--- config.mk ---
export PLATFORM = sky130hd
export DESIGN_NAME = sorted_table_insert_delete_core
export DESIGN_NICKNAME = d
export VERILOG_FILES = /design/src/sv/stid_pkg.sv /design/src/sv/stid_cell.sv /design/src/sv/stid_search.sv /design/src/sv/sorted_table_insert_delete_core.sv
export SDC_FILE = /design/constraint.sdc
export NUM_CORES = 2
export LEC_CHECK = 0
export ABC_AREA = 1
export BUFFER_PORTS_ARGS = -buffer_cell sky130_fd_sc_hd__buf_2
export CORE_ASPECT_RATIO = 1.2
export CORE_MARGIN = 4
export CORE_UTILIZATION = 40
export CTS_BUF_LIST = sky130_fd_sc_hd__clkbuf_16
export CTS_CLUSTER_DIAMETER = 100
export DETAILED_ROUTE_END_ITERATION = 8
export PLACE_DENSITY_LB_ADDON = 0.2
export RECOVER_POWER = 100
export SYNTH_ARGS = -nofsm -noshare
export SYNTH_HDL_FRONTEND = slang
export SYNTH_SLANG_ARGS = --single-unit
--- constraint.sdc ---
create_clock -name clk -period 13.4 [get_ports clk]
set_clock_uncertainty 0.1 [all_clocks]
set_input_delay 2.01 -clock clk [delete_from_list [all_inputs] [get_ports clk]]
set_output_delay 2.01 -clock clk [all_outputs]
set_load 0.02 [all_outputs]
--- src/sv/stid_pkg.sv ---
// Package for the sorted table insert/delete core.
// Holds field widths, status and kind codes and the cell command type.
// Depends on nothing; every other file but stid_search uses it by scoped names.
package stid_pkg;

	// Default table depth
	localparam int DEPTH_DEF = 16;

	// Fixed field widths
	localparam int KEY_W  = 32;
	localparam int POS_W  = 5;
	localparam int STAT_W = 2;

	// Item kinds
	localparam logic KIND_INSERT = 1'b0;
	localparam logic KIND_DELETE = 1'b1;

	// Result status codes
	localparam logic [STAT_W-1:0] ST_DONE     = 2'd0;
	localparam logic [STAT_W-1:0] ST_FULL     = 2'd1;
	localparam logic [STAT_W-1:0] ST_NOTFOUND = 2'd2;

	// Action broadcast to every cell
	typedef enum logic [1:0] {
		OP_HOLD,
		OP_INSERT,
		OP_DELETE
	} cell_op_t;

	typedef struct packed {
		cell_op_t           op;
		logic signed [KEY_W-1:0] key;
	} cell_cmd_t;

endpackage

--- src/sv/stid_cell.sv ---
// One slot of the sorted table: holds an entry, compares it with the key.
// Depends on stid_pkg for the command type and key width.
// Shifts in from the left neighbour on insert, from the right on delete.
module stid_cell #(
	parameter int INDEX = 0,
	parameter int CW    = 5
) (
	input  logic                               clk,
	input  stid_pkg::cell_cmd_t                cmd,
	input  logic [CW-1:0]                      pos,
	input  logic signed [stid_pkg::KEY_W-1:0]  left_entry,
	input  logic signed [stid_pkg::KEY_W-1:0]  right_entry,
	output logic signed [stid_pkg::KEY_W-1:0]  entry,
	output logic                               lt,
	output logic                               eq
);

	localparam logic [CW-1:0] MY_IDX = CW'(INDEX);

	logic signed [stid_pkg::KEY_W-1:0] entry_q;
	logic                              lt_q;
	logic                              eq_q;

	// Register compare flags against the broadcast key every cycle
	always_ff @(posedge clk) begin
		lt_q <= cmd.key < entry_q;
		eq_q <= cmd.key == entry_q;
	end

	// Place, shift up or shift down as the command says; hold otherwise
	always_ff @(posedge clk) begin
		case (cmd.op)
			stid_pkg::OP_INSERT: begin
				if (MY_IDX == pos) begin
					entry_q <= cmd.key;
				end else if (MY_IDX > pos) begin
					entry_q <= left_entry;
				end
			end
			stid_pkg::OP_DELETE: begin
				if (MY_IDX >= pos) begin
					entry_q <= right_entry;
				end
			end
			default: begin
				entry_q <= entry_q;
			end
		endcase
	end

	assign entry = entry_q;
	assign lt    = lt_q;
	assign eq    = eq_q;

endmodule

--- src/sv/stid_search.sv ---
// Binary search sequencer over the registered compare flags of the cells.
// Uses nothing from stid_pkg; one probe per cycle.
// Reproduces mid = (lo + hi) / 2 exactly, so duplicates resolve alike.
module stid_search #(
	parameter int DEPTH = 16
) (
	input  logic                             clk,
	input  logic                             arst_n,
	input  logic                             start,
	input  logic [$clog2(DEPTH+1)-1:0]       count,
	input  logic [DEPTH-1:0]                 lt_flags,
	input  logic [DEPTH-1:0]                 eq_flags,
	output logic                             done,
	output logic                             hit,
	output logic [$clog2(DEPTH+1)-1:0]       pos
);

	localparam int AW = (DEPTH > 1) ? $clog2(DEPTH) : 1;
	localparam int CW = $clog2(DEPTH + 1);
	localparam int SW = CW + 1;
	localparam int MW = AW + 2;
	localparam logic signed [SW-1:0] ONE_S = SW'(1);

	logic                 busy_q;
	logic                 done_q;
	logic                 hit_q;
	logic [CW-1:0]        pos_q;
	logic signed [SW-1:0] lo_q;
	logic signed [SW-1:0] hi_q;

	logic [MW-1:0]        sum;
	logic [AW-1:0]        mid;
	logic signed [SW-1:0] mid_s;
	logic signed [SW-1:0] pos_s;

	// Midpoint of the live window; both bounds are non-negative here
	always_comb begin
		sum   = MW'(lo_q[CW-1:0]) + MW'(hi_q[CW-1:0]);
		mid   = sum[AW:1];
		mid_s = $signed(SW'(mid));
		pos_s = hi_q + ONE_S;
	end

	// Narrow the window one probe per cycle until hit or empty
	always_ff @(posedge clk or negedge arst_n) begin
		if (!arst_n) begin
			busy_q <= 1'b0;
			done_q <= 1'b0;
			hit_q  <= 1'b0;
			pos_q  <= '0;
			lo_q   <= '0;
			hi_q   <= '0;
		end else begin
			if (start) begin
				busy_q <= 1'b1;
				done_q <= 1'b0;
				lo_q   <= '0;
				hi_q   <= $signed({1'b0, count}) - ONE_S;
			end else if (busy_q) begin
				if (lo_q > hi_q) begin
					busy_q <= 1'b0;
					done_q <= 1'b1;
					hit_q  <= 1'b0;
					pos_q  <= pos_s[CW-1:0];
				end else if (eq_flags[mid]) begin
					busy_q <= 1'b0;
					done_q <= 1'b1;
					hit_q  <= 1'b1;
					pos_q  <= CW'(mid);
				end else if (lt_flags[mid]) begin
					done_q <= 1'b0;
					hi_q   <= mid_s - ONE_S;
				end else begin
					done_q <= 1'b0;
					lo_q   <= mid_s + ONE_S;
				end
			end else begin
				done_q <= 1'b0;
			end
		end
	end

	assign done = done_q;
	assign hit  = hit_q;
	assign pos  = pos_q;

endmodule

--- src/sv/sorted_table_insert_delete_core.sv ---
// Sorted table core: a row of compare-and-shift cells plus a search sequencer.
// An item passes the compare, search and apply states before its result is
// registered; the search makes one probe per cycle over the cell flags.
// Throughput: one item at a time; the next input is taken once the result
// is in the output register. Reset clears the count and control; entries
// keep whatever they held and are only read below the count.
module sorted_table_insert_delete_core #(
	parameter int DEPTH = stid_pkg::DEPTH_DEF
) (
	input  logic                               clk,
	input  logic                               arst_n,
	input  logic                               in_valid,
	output logic                               in_ready,
	input  logic                               kind,
	input  logic signed [stid_pkg::KEY_W-1:0]  value,
	output logic                               out_valid,
	input  logic                               out_ready,
	output logic [stid_pkg::POS_W-1:0]         position,
	output logic                               found,
	output logic [stid_pkg::POS_W-1:0]         new_count,
	output logic [stid_pkg::STAT_W-1:0]        status
);

	localparam int CW = $clog2(DEPTH + 1);

	typedef enum logic [1:0] {
		S_IDLE,
		S_CMP,
		S_SRCH,
		S_APPLY
	} state_t;

	state_t                            state_q;
	logic                              kind_q;
	logic signed [stid_pkg::KEY_W-1:0] key_q;
	logic [CW-1:0]                     count_q;
	logic                              out_valid_q;
	logic [stid_pkg::POS_W-1:0]        position_q;
	logic                              found_q;
	logic [stid_pkg::POS_W-1:0]        new_count_q;
	logic [stid_pkg::STAT_W-1:0]       status_q;

	stid_pkg::cell_cmd_t               cmd;
	logic [DEPTH-1:0]                  lt_flags;
	logic [DEPTH-1:0]                  eq_flags;
	logic signed [stid_pkg::KEY_W-1:0] entry_v [DEPTH];

	logic                              srch_start;
	logic                              srch_done;
	logic                              srch_hit;
	logic [CW-1:0]                     srch_pos;

	logic                              apply_fire;
	logic                              full;
	logic [CW-1:0]                     count_next;
	logic [stid_pkg::STAT_W-1:0]       status_next;
	stid_pkg::cell_op_t                op_next;
	logic [31:0]                       pos_ext;
	logic [31:0]                       cnt_ext;

	// Decide the table action once the search has settled
	always_comb begin
		apply_fire  = (state_q == S_APPLY) && (!out_valid_q || out_ready);
		full        = count_q == CW'(DEPTH);
		count_next  = count_q;
		status_next = stid_pkg::ST_DONE;
		op_next     = stid_pkg::OP_HOLD;
		if (kind_q == stid_pkg::KIND_INSERT) begin
			if (full) begin
				status_next = stid_pkg::ST_FULL;
			end else begin
				op_next    = stid_pkg::OP_INSERT;
				count_next = count_q + CW'(1);
			end
		end else begin
			if (!srch_hit) begin
				status_next = stid_pkg::ST_NOTFOUND;
			end else begin
				op_next    = stid_pkg::OP_DELETE;
				count_next = count_q - CW'(1);
			end
		end
		pos_ext = 32'(srch_pos);
		cnt_ext = 32'(count_next);
	end

	// Broadcast key every cycle; act only on the applying cycle
	always_comb begin
		cmd.key    = key_q;
		cmd.op     = apply_fire ? op_next : stid_pkg::OP_HOLD;
		srch_start = state_q == S_CMP;
		in_ready   = state_q == S_IDLE;
	end

	// Row of cells, each linked to both neighbours
	for (genvar i = 0; i < DEPTH; i++) begin : g_cell
		logic signed [stid_pkg::KEY_W-1:0] left_e;
		logic signed [stid_pkg::KEY_W-1:0] right_e;
		if (i == 0) begin : g_first
			assign left_e = key_q;
		end else begin : g_mid_l
			assign left_e = entry_v[i-1];
		end
		if (i == DEPTH - 1) begin : g_last
			assign right_e = entry_v[i];
		end else begin : g_mid_r
			assign right_e = entry_v[i+1];
		end
		stid_cell #(
			.INDEX (i),
			.CW    (CW)
		) u_cell (
			.clk         (clk),
			.cmd         (cmd),
			.pos         (srch_pos),
			.left_entry  (left_e),
			.right_entry (right_e),
			.entry       (entry_v[i]),
			.lt          (lt_flags[i]),
			.eq          (eq_flags[i])
		);
	end

	stid_search #(
		.DEPTH (DEPTH)
	) u_search (
		.clk      (clk),
		.arst_n   (arst_n),
		.start    (srch_start),
		.count    (count_q),
		.lt_flags (lt_flags),
		.eq_flags (eq_flags),
		.done     (srch_done),
		.hit      (srch_hit),
		.pos      (srch_pos)
	);

	// Sequence the item and hold the result until its transfer
	always_ff @(posedge clk or negedge arst_n) begin
		if (!arst_n) begin
			state_q     <= S_IDLE;
			count_q     <= '0;
			out_valid_q <= 1'b0;
			kind_q      <= 1'b0;
			key_q       <= '0;
			position_q  <= '0;
			found_q     <= 1'b0;
			new_count_q <= '0;
			status_q    <= stid_pkg::ST_DONE;
		end else begin
			if (out_valid_q && out_ready && !apply_fire) begin
				out_valid_q <= 1'b0;
			end
			case (state_q)
				S_IDLE: begin
					if (in_valid) begin
						kind_q  <= kind;
						key_q   <= value;
						state_q <= S_CMP;
					end
				end
				S_CMP: begin
					state_q <= S_SRCH;
				end
				S_SRCH: begin
					if (srch_done) begin
						state_q <= S_APPLY;
					end
				end
				S_APPLY: begin
					if (apply_fire) begin
						count_q     <= count_next;
						out_valid_q <= 1'b1;
						position_q  <= pos_ext[stid_pkg::POS_W-1:0];
						found_q     <= srch_hit;
						new_count_q <= cnt_ext[stid_pkg::POS_W-1:0];
						status_q    <= status_next;
						state_q     <= S_IDLE;
					end
				end
				default: begin
					state_q <= S_IDLE;
				end
			endcase
		end
	end

	assign out_valid = out_valid_q;
	assign position  = position_q;
	assign found     = found_q;
	assign new_count = new_count_q;
	assign status    = status_q;

	// The count never passes the depth
	a_count_bound: assert property (@(posedge clk) disable iff (!arst_n)
		count_q <= CW'(DEPTH))
		else $error("table count above depth");

	// A rejected insert leaves a full table
	a_full_reject: assert property (@(posedge clk) disable iff (!arst_n)
		out_valid_q && (status_q == stid_pkg::ST_FULL) |-> count_q == CW'(DEPTH))
		else $error("insert rejected while table not full");

	// A missed delete never reports a match
	a_notfound: assert property (@(posedge clk) disable iff (!arst_n)
		out_valid_q && (status_q == stid_pkg::ST_NOTFOUND) |-> !found_q)
		else $error("not-found status with match flag set");

	// Search completes only while the sequencer waits for it
	a_done_state: assert property (@(posedge clk) disable iff (!arst_n)
		srch_done |-> state_q == S_SRCH)
		else $error("search finished outside search state");

endmodule

# Word level (Yosys, flattened, before mapping)
# Cells that the tools add are included.
word_totals:
  in_bits: 37
  ff_bits: 613
  output_inout_bits: 15
  word_cells: 335
op_classes:
  n_addsub: 7
  eq_ne: 75
  n_reduce_logical: 36
  n_mux: 105
  order_cmp: 49
  bitwise: 1
op_table:
  columns: ["op", "count"]
  rows:
  - ["$mux 32", 47]
  - ["$pmux 32 s2", 15]
  - ["$eq 32x32->1", 16]
  - ["$lt 32x32->1", 16]
  - ["$mux 6", 10]
  - ["$reduce_and 3->1", 17]
  - ["$ne 3x1->1 const B", 15]
  - ["$eq 4x5->1 const A", 8]
  - ["$gt 4x5->1 const A", 8]
  - ["$ge 4x5->1 const A", 7]
  - ["$ne 2x1->1 const B", 17]
  - ["$mux 5", 5]
  - ["$eq 3x5->1 const A", 4]
  - ["$ge 3x5->1 const A", 4]
  - ["$gt 3x5->1 const A", 4]
  - ["$mux 1", 17]
  - ["$mux 2", 8]
  - ["$ne 2x2->1 const B", 6]
  - ["$reduce_and 4->1", 3]
  - ["$eq 2x5->1 const A", 2]
  - ["$ge 1x5->1 const A", 2]
  - ["$ge 2x5->1 const A", 2]
  - ["$gt 1x5->1 const A", 2]
  - ["$gt 2x5->1 const A", 2]
  - ["23 further kinds", 36]

# Longest topological paths before layout
depth:
  depth_word: 8
  ltp_mapped: 15
  depth_no_buf: 14

# Cells and area by module
# Synthesis repeated with hierarchy kept, for this count alone.
unflattened:
  cells_unflattened: 5834
  area_unflattened_um2: 46656.0
modules_own_cells:
  columns: ["mod", "seq_area_each_um2", "area_per_inst_um2", "cells_each", "instances"]
  rows:
  - ["stid_cell (g_cell[9].u_cell)", 1001.0, 2851.5, 360, 1]
  - ["stid_cell (g_cell[12].u_cell)", 1001.0, 2773.9, 337, 1]
  - ["stid_cell (g_cell[10].u_cell)", 1001.0, 2741.4, 337, 1]
  - ["stid_cell (g_cell[6].u_cell)", 1001.0, 2708.8, 360, 1]
  - ["stid_cell (g_cell[3].u_cell)", 1001.0, 2691.3, 332, 1]
  - ["stid_cell (g_cell[1].u_cell)", 1001.0, 2687.6, 334, 1]
  - ["stid_cell (g_cell[0].u_cell)", 1001.0, 2676.3, 332, 1]
  - ["stid_cell (g_cell[14].u_cell)", 1001.0, 2632.5, 331, 1]
  - ["stid_cell (g_cell[13].u_cell)", 1001.0, 2617.5, 331, 1]
  - ["stid_cell (g_cell[4].u_cell)", 1001.0, 2608.8, 330, 1]
  - ["stid_cell (g_cell[11].u_cell)", 1001.0, 2606.2, 329, 1]
  - ["stid_cell (g_cell[5].u_cell)", 1001.0, 2596.2, 328, 1]
  - ["stid_cell (g_cell[15].u_cell)", 1001.0, 2591.2, 328, 1]
  - ["stid_cell (g_cell[2].u_cell)", 1001.0, 2583.7, 331, 1]
  - ["4 more rows", null, null, null, null]

# Worst setup path after synthesis
# Ideal clock, no wire load.
synth_timing:
  path_type: "in2reg"
  start: "input port out_ready"
  end: "register g_cell[0].u_cell.entry_q (netlist bit g_cell[0].u_cell.entry[0]), enable pin"
  setup_time_ns: 0.391
  required_time_ns: 12.909
  cell_stages: 11
  n_path_buf: 1
  setup_slack_ns: 7.226
  arrival_time_ns: 5.683
  path_cell_list: "inv_1 -> nand2_1 -> nand2_1 -> nor3_1 -> inv_1 -> ha_1 -> clkbuf_1 -> nor2_1 -> inv_1 -> a21oi_1 -> o21a_1"
synth_via:
  elab_chain_cells: 6
  elab_cells_between_ends: 9
  classes_between: "eq/ne (4); mux (1); reduce/logical (4)"
synth_lines:
  columns: ["item", "line", "source"]
  rows:
  - ["start: declaration", "sorted_table_insert_delete_core.sv:17", "input logic out_ready,"]
  - ["$logic_or 1x1->1 (*)", "sorted_table_insert_delete_core.sv:63", "apply_fire = (state_q == S_APPLY) && (!out_valid_q || out_ready);"]
  - ["$logic_and 1x1->1 (*)", "sorted_table_insert_delete_core.sv:63", null]
  - ["$mux 2 (*)", "sorted_table_insert_delete_core.sv:90", "cmd.op = apply_fire ? op_next : stid_pkg::OP_HOLD;"]
  - ["$eq 2x1->1 / $eq 2x2->1 (equally long branches)", "stid_cell.sv:32", "case (cmd.op)"]
  - ["$ne 3x1->1 (no source line) (tied with other cells)", null, null]
  - ["$reduce_and 3->1 (no source line) (*)", null, null]
  - ["end signal: assignment", "stid_cell.sv:35", "entry_q <= cmd.key;"]
  - ["end signal: assignment", "stid_cell.sv:37", "entry_q <= left_entry;"]
  - ["end signal: assignment", "stid_cell.sv:42", "entry_q <= right_entry;"]
  - ["end: declaration", "stid_cell.sv:20", "logic signed [stid_pkg::KEY_W-1:0] entry_q;"]
# Mark *: on every way between the ends. The rest lies on a longest branch, timed or not.
# A chain may end at the register's enable or synchronous reset.

# Worst setup path in the final report
layout_timing:
  start: "input port out_ready"
  end: "register g_cell[9].u_cell.entry_q (netlist bit g_cell[9].u_cell.entry[9]) (data pin)"
layout_via:
  elab_chain_cells: 5
  elab_cells_between_ends: 6
  classes_between: "eq/ne (2); mux (2); reduce/logical (2)"
layout_lines:
  columns: ["item", "line"]
  rows:
  - ["$logic_or 1x1->1 (*)", "sorted_table_insert_delete_core.sv:63"]
  - ["$logic_and 1x1->1 (*)", "sorted_table_insert_delete_core.sv:63"]
  - ["$mux 2 (*)", "sorted_table_insert_delete_core.sv:90"]
  - ["$eq 2x2->1 / $eq 2x1->1 (equally long branches)", "stid_cell.sv:32"]
  - ["$pmux 32 s2 (*)", "stid_cell.sv:32"]
  - ["end signal: assignment", "stid_cell.sv:35"]
  - ["end signal: assignment", "stid_cell.sv:37"]
  - ["end signal: assignment", "stid_cell.sv:42"]
  - ["end: declaration", "stid_cell.sv:20"]
# Marks and branches as above.

==> results.md <==
- Result of the run: complete, but fails checks
- Failing checks: max-capacitance violations, max-slew violations
- Number of buffers inserted for hold repair after clock tree synthesis: 0
- Final routed DRC violation total: 0
- Class of the most critical setup path: primary input to flop
- Top cell type by total area after synthesis: edfxtp_1
- Number of placement rows: 129
- Leakage dissipation: 20.9 nW
- Total negative setup slack: 0 ns
- Yosys top cell area share: 36.7%
- Post-CTS clock slew at the launch and capture registers of the worst setup and hold paths: 0.06 ns
- Peak clock frequency supported by timing: ~120 MHz
- Worst hold path class: flop to flop
- Die height: about 360 um
- Number of setup violations in the final report: 0
- Clock sink total: 612
- Non-filler instance count after layout: between 6000 and 7000
- Remaining antenna violation count: 0
- Maximum count of clock buffers along a single path: 3
- TritonCTS clock tree: yes
- Starting density of the core: between 40% and 50%
- Total placed cells including tap cells: 6142
- Layout Area Growth over Synthesis: 8.56%
- Synth Register Bits: slightly above 600
- Fin crit share: 62.7%
- Gates resized, CTS repair: 0
- Largest fanout on the critical path: 241
- Post-Place Cell Area: 43400 um^2
- Most used flip-flop cell after synthesis: edfxtp_1
- Most frequent cells in the layout: a21oi_1 (1100), inv_1 (705), o21ai_0 (596)
- Synthesized area per cell: about 8.5 um^2
- H-tree levels: 3
- Inserted Clock Buffers: 75
- Fraction of registers with async set or reset after synthesis: 11.1%
- Via total after detailed routing: roughly 34000
- Number of enable-type register cells in the synthesized netlist: around 500
- Core Footprint: 104000 um^2
- Type of origin of the critical path: primary input
- Portion of the post-synthesis area used by sequential elements: a little over two fifths
- Number of DRC violations after detailed-routing iteration 0: 2433
- Unrepaired setup endpoints after global routing: no
- Relative slew slack: -185%
- Port-buffer cells: between 50 and 60
- Crit path capture type: flop
- Count of max-cap constraint violations: 26
- Number of nets in the layout: around 5400
- Weighted congestion reported at the end of routability-driven placement: a little over 0.8
- Final Cell Area: roughly 46000 um^2
- Count of cell types in the netlist: 44
- Critical path arrival: about 8.5 ns
- Top-Level Pins: 52
- Final number of hold-violating endpoints: 0
- Antenna violations before repair: 0
- Final-report max-slew violation count: around 1200
- Transition time at the pin with the least slew margin: roughly 4.3 ns
- YS warnings: 0
- Area of the die: between 100000 and 150000 um^2
- 1st-pass router iterations: 6
- Total grt overflow: 0
- Clock Root Buffer: clkbuf_16
- Horiz. Die Dim: 304 um
- Post-detail-place hpwl: just over 90000 um
- Post-Synthesis Cells: 4921
- Sum of routed wire length over all layers: between 100000 and 150000 um
- Post-synthesis cell area: roughly 42000 um^2
- Fraction of layout instances using a drive strength above 1: approximately 4.6%
- Cell types occupying the most area after synthesis: edfxtp_1 (37%), ha_1 (16%), a21oi_1 (13%)
- Via density per instance: around 5.4
- Most common library cell in the layout ignoring fill and taps: a21oi_1
- Total nets after synthesis: between 5000 and 6000
- Total power per unit cell area: 89.7 nW/um^2
- Wire length of the first global-routing pass: just under 200000 um
- Worst vdd ir: 0.0000804 V
- Overall global routing resource usage: ~22%
- Average wire per standard cell: between 15 and 20 um
- Critical path data required time: about 13 ns
- Clock insertion delay at the later pin of the skew report: between 0.6 and 0.7 ns
- Via count of the first global-routing pass: about 34000
- Post CTS Setup Buffer Count: 0
- Largest net degree at the start of global routing: about 240
- Clock period minus final worst setup slack: approximately 8.4 ns
routing by layer:
metal  up-vias  track usage, %  part of all wire [%]
li1      17105               -                     -
met1     16149            28.5                    44
met2       717            39.2                    50
met3       186            2.43                   4.1
met4         0            6.11                   2.2
met5         -               0                     0
path summary, 6_finish.rpt:
check / depth (start not counted) / slack (ns) / start / endpoint
worst max-delay path: 13 / 5.00 / out_ready / g_cell[9].u_cell.entry[9]
worst min-delay path: 2 / 0.40 / position[4] / position[4]
worst max register to register: 13 / 5.92 / new_count[0] / g_cell[9].u_cell.entry[9]
worst min register to register: 2 / 0.40 / position[4] / position[4]
max in group asynchronous: 1 / 8.10 / arst_n / g_cell[0].left_e[27]
min in group asynchronous: 1 / 2.74 / arst_n / position[2]
final cells by class:
cell class | instances | area (um^2)
Tap cell | 1375 | 1720
Multi-Input combinational cell | 3345 | 20500
Inverter | 713 | 2680
Clock buffer | 78 | 1950
Fill cell | 10311 | 58100
Clock inverter | 62 | 440
Timing Repair Buffer | 97 | 528
Sequential cell | 612 | 17700
Antenna cell | 1 | 2.50
worst max-delay path: stages:
cell and delay [ns]:
buf_2 0.08, inv_1 0.03, nand2_1 0.09, nand2_1 0.24, nor3_1 0.34, inv_1 0.08
ha_1 0.74, inv_8 0.97, clkbuf_1 2.36, buf_12 0.67, o21ai_0 0.20, a21oi_1 0.21
a21oi_1 0.07
synthesized netlist by cell type, drive strengths merged, types with 2 or more instances:
master,instances
o211ai,87
edfxtp,512
nor2,174
buf,78
nand3,79
a31oi,13
nand2,563
inv,712
nor3,17
nor4,19
nand3b,4
fa,2
o21ai,655
and3,2
dfrtp,68
xor2,7
a211oi,2
nand4,67
o21a,7
dfxtp,32
ha,535
xnor2,3
clkbuf,173
a21oi,1101
nor4b,2
o31ai,2
power breakdown:
group / switching [mW] / total [mW] / internal (mW)
Combinational: 0.00626 / 0.00985 / 0.00357
Clock: 0.886 / 2.04 / 1.15
Sequential: 0.00000000000000000712 / 2.03 / 2.03
Total: 0.892 / 4.09 / 3.19
cell families (layout without fill, tap and decap cells):
logic type | after synthesis | after routing | synth area share [%]
AO/OA/AOI/OAI | 1868 | 1868 | 22.9
XOR/XNOR | 10 | 10 | 0.209
adder cells (fa/ha/maj) | 537 | 537 | 16.1
buffers and inverters | 964 | 950 | 9.03
flip-flops | 612 | 612 | 42.3
other | 0 | 1 | 0
AND/OR/NAND/NOR | 930 | 930 | 9.51
through the flow:
stage	setup slack, ns	power (mW)	hold WS, ns	util [%]
detailed placement	6.82	2.08	0.371	41.9
global placement	6.86	2.08	0.368	41.9
floorplan	7.23	2.07	0.364	-
CTS	7.49	4.12	0.390	44.2
global route	4.50	4.19	0.407	43.9
finish	5.00	4.09	0.398	43.9
registers in the layout, summed over array words and instances (netlist names):
signal	flops
found	1
g_cell.left_e	32
g_cell.u_cell.entry	512
g_cell.u_cell.eq	16
g_cell.u_cell.lt	16
kind_q	1
new_count	5
out_valid	1
position	5
state_q	2
status	2
u_search.busy_q	1
u_search.done	1
u_search.hi_q	6
u_search.hit	1
u_search.lo_q	5
u_search.pos	5
(Power assumes the default switching activity.)
